[config.mk]
export PLATFORM = sky130hd
export DESIGN_NAME = bse_bucket_pipe
export DESIGN_NICKNAME = d
export VERILOG_FILES = /design/src/sv/bse_pkg.sv /design/src/sv/bse_bucket_pipe.sv
export SDC_FILE = /design/constraint.sdc
export NUM_CORES = 1
export LEC_CHECK = 0
export BUFFER_PORTS_ARGS = -buffer_cell sky130_fd_sc_hd__clkbuf_2
export CAP_MARGIN = 40
export CORE_MARGIN = 2
export CORE_UTILIZATION = 52
export CTS_CLUSTER_SIZE = 12
export DETAILED_ROUTE_END_ITERATION = 12
export HOLD_SLACK_MARGIN = 0.08
export PLACE_DENSITY = 0.7
export SETUP_SLACK_MARGIN = 0.02
export SLEW_MARGIN = 10
export SYNTH_ARGS = -nofsm -noshare
export SYNTH_HDL_FRONTEND = slang
export SYNTH_SLANG_ARGS = --single-unit
[constraint.sdc]
create_clock -name clk_i -period 4.35 [get_ports clk_i]
set_input_delay 0.2175 -clock clk_i [delete_from_list [all_inputs] [get_ports clk_i]]
set_output_delay 0.2175 -clock clk_i [all_outputs]
set_load 0.005 [all_outputs]
[src/sv/bse_pkg.sv]
// ----------------------------------------------------------------------------
// bse_pkg
// Shared types, sizes and register codes of the bucket sort engine.
// ----------------------------------------------------------------------------
package bse_pkg;

  // Sizes
  localparam int MAX_ITEMS   = 64;
  localparam int MAX_BUCKETS = 16;
  localparam int BKT_W       = $clog2(MAX_BUCKETS);
  localparam int CNT_W       = $clog2(MAX_ITEMS + 1);
  localparam int VAL_W       = 32;
  localparam int WID_W       = 31;
  localparam int BCNT_W      = 5;
  localparam int CFG_IDX_W   = 2;

  // Configuration register indexes
  typedef enum logic [CFG_IDX_W-1:0] {
    CFG_BUCKET_COUNT = 2'd0,
    CFG_MIN_VALUE    = 2'd1,
    CFG_BUCKET_WIDTH = 2'd2
  } cfg_idx_e;

  // Input request payload
  typedef struct packed {
    logic signed [VAL_W-1:0] item_value;
    logic                    item_last;
  } item_t;

  // Result payload
  typedef struct packed {
    logic signed [VAL_W-1:0] sorted_value;
    logic                    sorted_last;
    logic                    items_dropped;
  } result_t;

  // Configuration registers as seen by the bucket pipeline
  typedef struct packed {
    logic [BCNT_W-1:0]       bucket_count;
    logic signed [VAL_W-1:0] min_value;
    logic [WID_W-1:0]        bucket_width;
  } cfg_t;

  // Sort key: bucket first, then value
  typedef struct packed {
    logic [BKT_W-1:0]        bkt;
    logic signed [VAL_W-1:0] value;
  } key_t;

  // One slot of the insertion chain
  typedef struct packed {
    logic valid;
    key_t key;
  } cell_t;

  // Chain control, common to every cell
  typedef struct packed {
    logic ins_en;
    logic shift_en;
  } cell_ctrl_t;

  // Side band that travels with a value through the bucket pipeline
  typedef struct packed {
    logic valid;
    logic keep;
    logic last;
  } pipe_ctrl_t;

  // a goes strictly after b
  function automatic logic key_gt(key_t a, key_t b);
    logic bkt_gt;
    logic bkt_eq;
    bkt_gt = a.bkt > b.bkt;
    bkt_eq = a.bkt == b.bkt;
    return bkt_gt || (bkt_eq && ($signed(a.value) > $signed(b.value)));
  endfunction

endpackage

[src/sv/bse_bucket_pipe.sv]
// ----------------------------------------------------------------------------
// bse_bucket_pipe
// Pipelined bucket index: (value - min) / width, clamped to the bucket range.
// One quotient bit per stage; anything of sixteen widths or more saturates.
// ----------------------------------------------------------------------------
module bse_bucket_pipe (
  input  logic               clk_i,
  input  logic               rst_ni,
  input  bse_pkg::cfg_t      cfg_i,
  input  bse_pkg::pipe_ctrl_t in_ctrl_i,
  input  bse_pkg::item_t     in_item_i,
  output bse_pkg::pipe_ctrl_t out_ctrl_o,
  output bse_pkg::key_t      out_key_o
);
  import bse_pkg::*;

  localparam int NSTG  = BKT_W + 2;
  localparam int REM_W = VAL_W + 1;
  localparam int CMP_W = VAL_W + BKT_W;

  typedef struct packed {
    pipe_ctrl_t              ctrl;
    logic signed [VAL_W-1:0] value;
    logic [REM_W-1:0]        rem;
    logic                    sat;
    logic [BKT_W-1:0]        quo;
  } stage_t;

  stage_t st_q [NSTG];
  stage_t st_d [NSTG];

  logic [WID_W-1:0]  w_eff;
  logic [BCNT_W-1:0] n_sat;
  logic [BKT_W-1:0]  top_bkt;
  logic [BKT_W-1:0]  idx;
  logic              neg;

  // Effective width and bucket count
  always_comb begin
    w_eff = (cfg_i.bucket_width == '0) ? WID_W'(1) : cfg_i.bucket_width;
    if (cfg_i.bucket_count == '0) begin
      n_sat = BCNT_W'(1);
    end else if (cfg_i.bucket_count > BCNT_W'(MAX_BUCKETS)) begin
      n_sat = BCNT_W'(MAX_BUCKETS);
    end else begin
      n_sat = cfg_i.bucket_count;
    end
    top_bkt = BKT_W'(n_sat - BCNT_W'(1));
  end

  // Stage logic
  always_comb begin
    // offset from the base of bucket zero
    st_d[0].ctrl  = in_ctrl_i;
    st_d[0].value = in_item_i.item_value;
    st_d[0].rem   = {in_item_i.item_value[VAL_W-1], in_item_i.item_value}
                  - {cfg_i.min_value[VAL_W-1], cfg_i.min_value};
    st_d[0].sat   = 1'b0;
    st_d[0].quo   = '0;

    // below the base goes to bucket zero; past sixteen widths saturates
    neg           = st_q[0].rem[REM_W-1];
    st_d[1]       = st_q[0];
    st_d[1].rem   = neg ? '0 : st_q[0].rem;
    st_d[1].sat   = !neg && (CMP_W'(st_q[0].rem[VAL_W-1:0]) >= (CMP_W'(w_eff) << BKT_W));

    // restoring division, most significant quotient bit first
    for (int s = 0; s < BKT_W; s++) begin
      st_d[s+2] = st_q[s+1];
      if (CMP_W'(st_q[s+1].rem[VAL_W-1:0]) >= (CMP_W'(w_eff) << (BKT_W-1-s))) begin
        st_d[s+2].rem = st_q[s+1].rem - REM_W'(CMP_W'(w_eff) << (BKT_W-1-s));
        st_d[s+2].quo[BKT_W-1-s] = 1'b1;
      end
    end
  end

  // Stage registers
  always_ff @(posedge clk_i or negedge rst_ni) begin
    if (!rst_ni) begin
      for (int s = 0; s < NSTG; s++) begin
        st_q[s] <= '0;
      end
    end else begin
      st_q <= st_d;
    end
  end

  // Clamp to the last bucket in use
  always_comb begin
    idx = st_q[NSTG-1].sat ? '1 : st_q[NSTG-1].quo;
    out_key_o.bkt   = (idx > top_bkt) ? top_bkt : idx;
    out_key_o.value = st_q[NSTG-1].value;
    out_ctrl_o      = st_q[NSTG-1].ctrl;
  end

endmodule

==> results.yml, run 1 <==
placement:
  placed_area_um2: 20500
  portBuffers: 143
  place_inst: 2336
  gp_congestion: 0.916
  dpl.hpwl_um: 32000
clock_tree:
  htree_levels: 2
  cts_root_buffer: "clkbuf_16"
  cts.sink_count: 386
  worst_skew_pair.late_latency_ps: 550
  cts_tree: "done"
  cts-resized-gates: 0
  cts-buffers-inserted: 42
  clockBufferDepth: 3
  clk_pin_slew_ps: 60
finish:
  final_cells: 2441
  nFillCells: 2924
  final_common_cell: "dfrtp_1"
  utilization_pct: 60.5
  drive_gt1_share_pct: 13.1
  n_antenna_cell: 0
  most-common-layout-cells: "dfrtp_1, ha_1, clkbuf_2"
  nets: 2249
  syn2layout_area_growth_pct: 14.5
  stdcell_area_um2: 22200
die:
  die_y_um: 197
  die_area_um2: 38800
  core-area_um2: 36700
  initial_core_util_pct: 52.8
  std_cell_rows: 70
  die_x_um: 197
  ios: 145
sta:
  fmax_ghz: 0.280
  maxSlewHeadroom_pct: 43.4
  rsz0062_at_grt: "no"
  slew_violations: 0
  finalHoldViolCount: 0
  fin_crit_sh_pct: 82.0
  worst_pin_slew_ps: 838
  finalSetupViolCount: 0
  fin_crit_ps: 3570
  fin_skew_ps: 15.9
  tns_ps: 0
synthesis:
  synth_fp_nets: 2074
  ys_types: 74
  synth_edf_count: 0
  synth-seq-cells: 386
  syn-instance-count: 1775
  ys_top_cells_by_area: "dfrtp_1, ha_1, xnor2_1"
  yosysTopAreaCell: "dfrtp_1"
  synth_area_um2: 19400
  async_reset_ff_share_pct: 100
  avgSynthCellArea_um2: 10.9
  yosysSeqAreaShare_pct: 49.8
  yosysTopAreaCellShare_pct: 49.8
  synthFlopType: "dfrtp_1"
  yosysWarnings: 0
detailed_routing:
  routedWlPerCell_um: 17.5
  dr.pass1.iters: 6
  vias: 13447
  ant_nets: 0
  route.detailed.drc: 0
  wirelength_um: 42800
  first_iter_violations: 755
  vias_per_cell: 5.51
global_routing:
  grt_max_degree: 145
  grt_pass1_wl_um: 69700
  first_global_vias: 13696
  grt_antenna_before_repair: 0
  globalRouteOverflowTotal: 0
  grt_use_total_pct: 22.8
power_and_ir_drop:
  seqPwrFrac_pct: 37.6
  switchingPower_mw: 3.96
  p_sw_share_pct: 33.1
  vdd_drop_max_v: 0.000369
  p_per_area_nw_per_um2: 539
  p_int_mw: 8.00
  p_clk_share_pct: 28.2
  cellLeakagePower_nw: 11.0
  combPwrFrac_pct: 34.2
worst_setup_path:
  crit_required_ps: 4770
  criticalPathCategory: "input port to register"
  critPathArrivalTime_ps: 3990
  worst_setup_path_end_kind: "register"
  regToRegSetupSlack_ps: 810
  worstPathMaxFanout: 17
  crit_path_start_kind: "input port"
status:
  status: "finished clean"
worst_hold_path:
  hold_class: "input port to register"
job:
  drv_cap: 0
-- flip-flops by register name (all words and copies together), names as in the netlist --
name and flops:
out_ctrl_o 3, st_d 185, out_key_o 32, neg 1, st_q 165
-- metal layers --
layer	share of wire, %	track usage (%)	wire length (µm)	vias to the layer above
met5	0	0	0	-
met4	4.2	9.97	1790	0
met3	4.9	4.01	2090	93
met2	46	37.0	19800	347
met1	45	30.2	19100	6396
li1	-	-	-	6611
-- synth_stat cells (all sizes together), types with 7 or more instances --
cell,n
a211o,7
a211oi,13
a21boi,10
a21o,72
a21oi,119
a31oi,12
and3,16
buf,43
clkbuf,31
dfrtp,386
ha,189
inv,115
mux2,30
mux2i,10
nand2,119
nand2b,20
nand3,28
nand4,30
nor2,69
nor2b,58
nor3,21
nor4,14
o2111ai,7
o211ai,8
o21a,24
o21ai,115
o21bai,13
o31ai,15
xnor2,68
xor2,28
-- per-stage QoR --
stage	setup slack (ps)	power [mW]	hold WS (ps)
floorplan	1060	7.50	-78.1
global placement	387	8.47	291
detailed placement	335	8.56	299
CTS	815	12.0	80.9
global route	531	12.8	122
finish	784	12.0	109
-- power by group through the flow --
stage                     Clock (mW)  Combinational (mW)  Sequential (mW)
after floorplan                    0                3.08             4.42
after global placement             0                3.93             4.54
after detailed placement           0                4.02             4.55
after CTS                       3.46                4.07             4.49
after global routing            3.61                4.61             4.55
final                           3.38                4.08             4.49
-- timing repair --
item | 4_1_cts | 5_1_grt
hold buffers | 38 | 0
hold endpoints to repair | 147 | 0
endpoints found under the setup margin | 0 | 0
setup buffers | 0 | 0
-- final timing paths --
path                                      from             endpoint  cells past startpoint
max in group asynchronous               rst_ni  st_q[102]$_DFF_PN0_                      3
hold reg to reg            st_d[285]$_DFF_PN0_  st_d[212]$_DFF_PN0_                      0
min in group asynchronous               rst_ni  st_d[192]$_DFF_PN0_                      2
hold / removal                       cfg_i[62]  st_q[401]$_DFF_PN0_                      4
setup reg to reg           st_q[306]$_DFF_PN0_  st_q[249]$_DFF_PN0_                     11
setup / recovery                     cfg_i[24]   st_q[95]$_DFF_PN0_                     17
-- worst max-delay path, cell delays in order --
cell and delay, ps:
clkbuf_2 90, nor4_1 330, buf_4 180, nand4_1 110
buf_4 170, o21bai_1 130, buf_4 160, ha_1 180
nor2b_1 50, o21ai_0 260, a21boi_0 210, o31a_1 330
or2_2 350, o21ai_0 390, a41o_1 300, buf_12 160
mux2_2 330
-- kinds of logic after synthesis --
family                   count (synthesis)  synth area share [%]
AO/OA/AOI/OAI                          454                  15.1
XOR/XNOR                                96                  4.34
buffers and inverters                  190                  4.48
AND/OR/NAND/NOR                        416                  10.9
multiplexers                            40                  2.65
flip-flops                             386                  49.8
adder cells (fa/ha/maj)                193                  12.6
-- layout make-up --
type	instances	area, µm²	area share [%]
Clock buffer	58	1170	5.28
Clock inverter	9	125	0.564
Inverter	116	435	1.96
Multi-Input combinational cell	1199	8850	39.9
Sequential cell	386	9660	43.5
Tap cell	468	586	2.64
Timing Repair Buffer	205	1360	6.13
Note: power is estimated with default switching activity, not from simulation.
==> run 2, diff against run 1 <==
--- a/config.mk
+++ b/config.mk
@@ -12,7 +12,7 @@
 export CTS_CLUSTER_SIZE = 12
 export DETAILED_ROUTE_END_ITERATION = 12
 export HOLD_SLACK_MARGIN = 0.08
-export PLACE_DENSITY = 0.7
+export PLACE_DENSITY = 0.73
 export SETUP_SLACK_MARGIN = 0.02
 export SLEW_MARGIN = 10
 export SYNTH_ARGS = -nofsm -noshare
==> constraint.sdc (replaced) <==
create_clock -name clk_i -period 2.9 [get_ports clk_i]
set_input_delay 0.145 -clock clk_i [delete_from_list [all_inputs] [get_ports clk_i]]
set_output_delay 0.145 -clock clk_i [all_outputs]
set_load 0.005 [all_outputs]
==> run 2 against run 1 <==
  * The run now ends with setup timing left
  * Utilization rose by 7.2 points
  * Die area did not move
  * Critical path depth fell by 5
  * Clock skew rose by 1.8 ps
  * Wire length rose by 15%
  * Clock-buffer cell count rose by 2
  * Worst hold slack improved by 7.0 ps
  * Worst setup slack got worse by 1200 ps
  * Register-to-register slack got worse by 1200 ps
  * Final cell count rose by 12%
  * Sequential power rose by 51%
==> results.yml, run 2 (same netlist as run 1, synthesis figures left out) <==
worst_setup_path:
  critPathArrivalTime_ps: 3740
  worstRegToRegCells: 12
  crit_path_start_kind: "register"
  worst_setup_path_end_kind: "register"
  criticalPathCategory: "register to register"
  crit_required_ps: 3350
  worstPathMaxFanout: 22
die:
  core-area_um2: 36700
  die_area_um2: 38800
  die_x_um: 197
  initial_core_util_pct: 52.8
  std_cell_rows: 70
  die_y_um: 197
  ios: 145
finish:
  syn2layout_area_growth_pct: 28.1
  drive_gt1_share_pct: 26.5
  multiInputGateArea_um2: 9250
  most-common-layout-cells: "dfrtp_1, buf_4, ha_1"
  nFillCells: 2663
  final_cells: 2723
  ff_latch_area_um2: 9660
  largest_reg_flops: 185
  final_common_cell: "dfrtp_1"
  n_antenna_cell: 0
  nets: 2527
placement:
  gp_congestion: 0.917
  post-place-ws_ps: -785
  dpl.hpwl_um: 36800
  place_inst: 2583
  portBuffers: 143
global_routing:
  grt_pass1_wl_um: 78900
  globalRouteOverflowTotal: 0
  grt_antenna_before_repair: 0
  grt_max_degree: 109
  grt_use_total_pct: 25.9
  first_global_vias: 15516
power_and_ir_drop:
  cellLeakagePower_nw: 12.5
  vdd_drop_max_v: 0.000615
  p_per_area_nw_per_um2: 793
  power_mw: 19.7
detailed_routing:
  dr.pass1.iters: 5
  wirelength_um: 49300
  first_iter_violations: 787
  ant_nets: 0
  vias: 14887
  route.detailed.drc: 0
  routedWlPerCell_um: 18.1
  vias_per_cell: 5.47
sta:
  rsz0062_at_grt: "yes"
  worst_pin_slew_ps: 813
  fin_skew_ps: 17.7
  fmax_ghz: 0.304
  finalHoldViolCount: 0
  tns_ps: -10270
  maxSlewHeadroom_pct: 45.8
  fin_crit_ps: 3290
  fin_crit_sh_pct: 113
  fin_ws_ps: -389
  slew_violations: 0
  finalSetupViolCount: 30
clock_tree:
  cts-buffers-inserted: 43
  cts.sink_count: 386
  clk_pin_slew_ps: 60
  worst_skew_pair.late_latency_ps: 550
  clockBufferDepth: 3
  cts_tree: "done"
  htree_levels: 2
  cts_root_buffer: "clkbuf_16"
status:
  violations: "setup timing"
  status: "finished, violations left"
job:
  drv_cap: 0
worst_hold_path:
  hold_class: "input port to register"
  worstHoldPathCells: 4
[run 2: cell count changes in the layout (fill, tap and decap cells not counted), moves of 5 or more]
cell	delta
buf_4	+254
dlygate4sd3_1	+15
o21ai_0	-15
o21ai_1	+9
a21oi_1	-8
a21oi_2	+8
ha_1	-7
buf_6	+6
mux2_1	-5
mux2_4	+5
o21ai_2	+5
[run 2: routing by layer]
layer / track usage [%] / routed length (µm) / vias up
met5: 0 / 0 / -
met4: 8.63 / 1530 / 0
met3: 4.05 / 2380 / 100
met2: 44.1 / 23800 / 391
met1: 34.0 / 21700 / 7222
li1: - / - / 7174
[run 2: final timing paths]
| check | startpoint | endpoint | slack (ps) |
|---|---|---|---|
| worst max register to register | st_q[306]$_DFF_PN0_ | st_q[227]$_DFF_PN0_ | -390 |
| max in group asynchronous | rst_ni | st_q[251]$_DFF_PN0_ | 1760 |
| worst max-delay path | st_q[306]$_DFF_PN0_ | st_q[227]$_DFF_PN0_ | -390 |
| worst min-delay path | cfg_i[58] | st_q[397]$_DFF_PN0_ | 120 |
| worst min register to register | st_d[263]$_DFF_PN0_ | st_d[190]$_DFF_PN0_ | 340 |
| min in group asynchronous | rst_ni | st_d[41]$_DFF_PN0_ | 250 |
[run 2: worst max-delay path, stage by stage (launching register included)]
cell      delay, ps
dfrtp_1         400
ha_4            250
a211o_1         300
a21oi_2         200
a41o_1          290
o21ai_2          80
a221o_1         370
a221oi_4        300
a21oi_2         100
o311ai_4        290
buf_12          240
buf_4           150
mux2i_1         200
[run 2: what timing repair did]
action,CTS,global route
endpoints found under the setup margin,61,100
hold buffers,53,0
gates resized for setup,32,63
endpoints found under the hold margin,158,0
pin swaps,9,30
buffers inserted,3,12
[run 2: where the power goes]
group          internal, mW  leakage [nW]  switching, mW
combinational          3.74          7.17           3.93
clock                  3.12         0.663           2.14
sequential             6.26          4.64          0.501
total                  13.1          12.5           6.57
[run 2: per-stage QoR]
step           utilization [%]  area (µm²)  hold WS [ps]
2_1_floorplan                -       19500          -151
3_3_place_gp              61.2       22500           254
3_5_place_dp              61.2       22500           255
4_1_cts                   66.7       24500          83.7
5_1_grt                   67.6       24800           133
6_report                  67.6       24800           116
[run 2: layout make-up]
class / instances / share of cell area (%)
Sequential cell: 386 / 38.9
Multi-Input combinational cell: 1199 / 37.3
Timing Repair Buffer: 482 / 14.2
Clock buffer: 60 / 4.92
Tap cell: 468 / 2.36
Inverter: 116 / 1.75
Clock inverter: 12 / 0.580
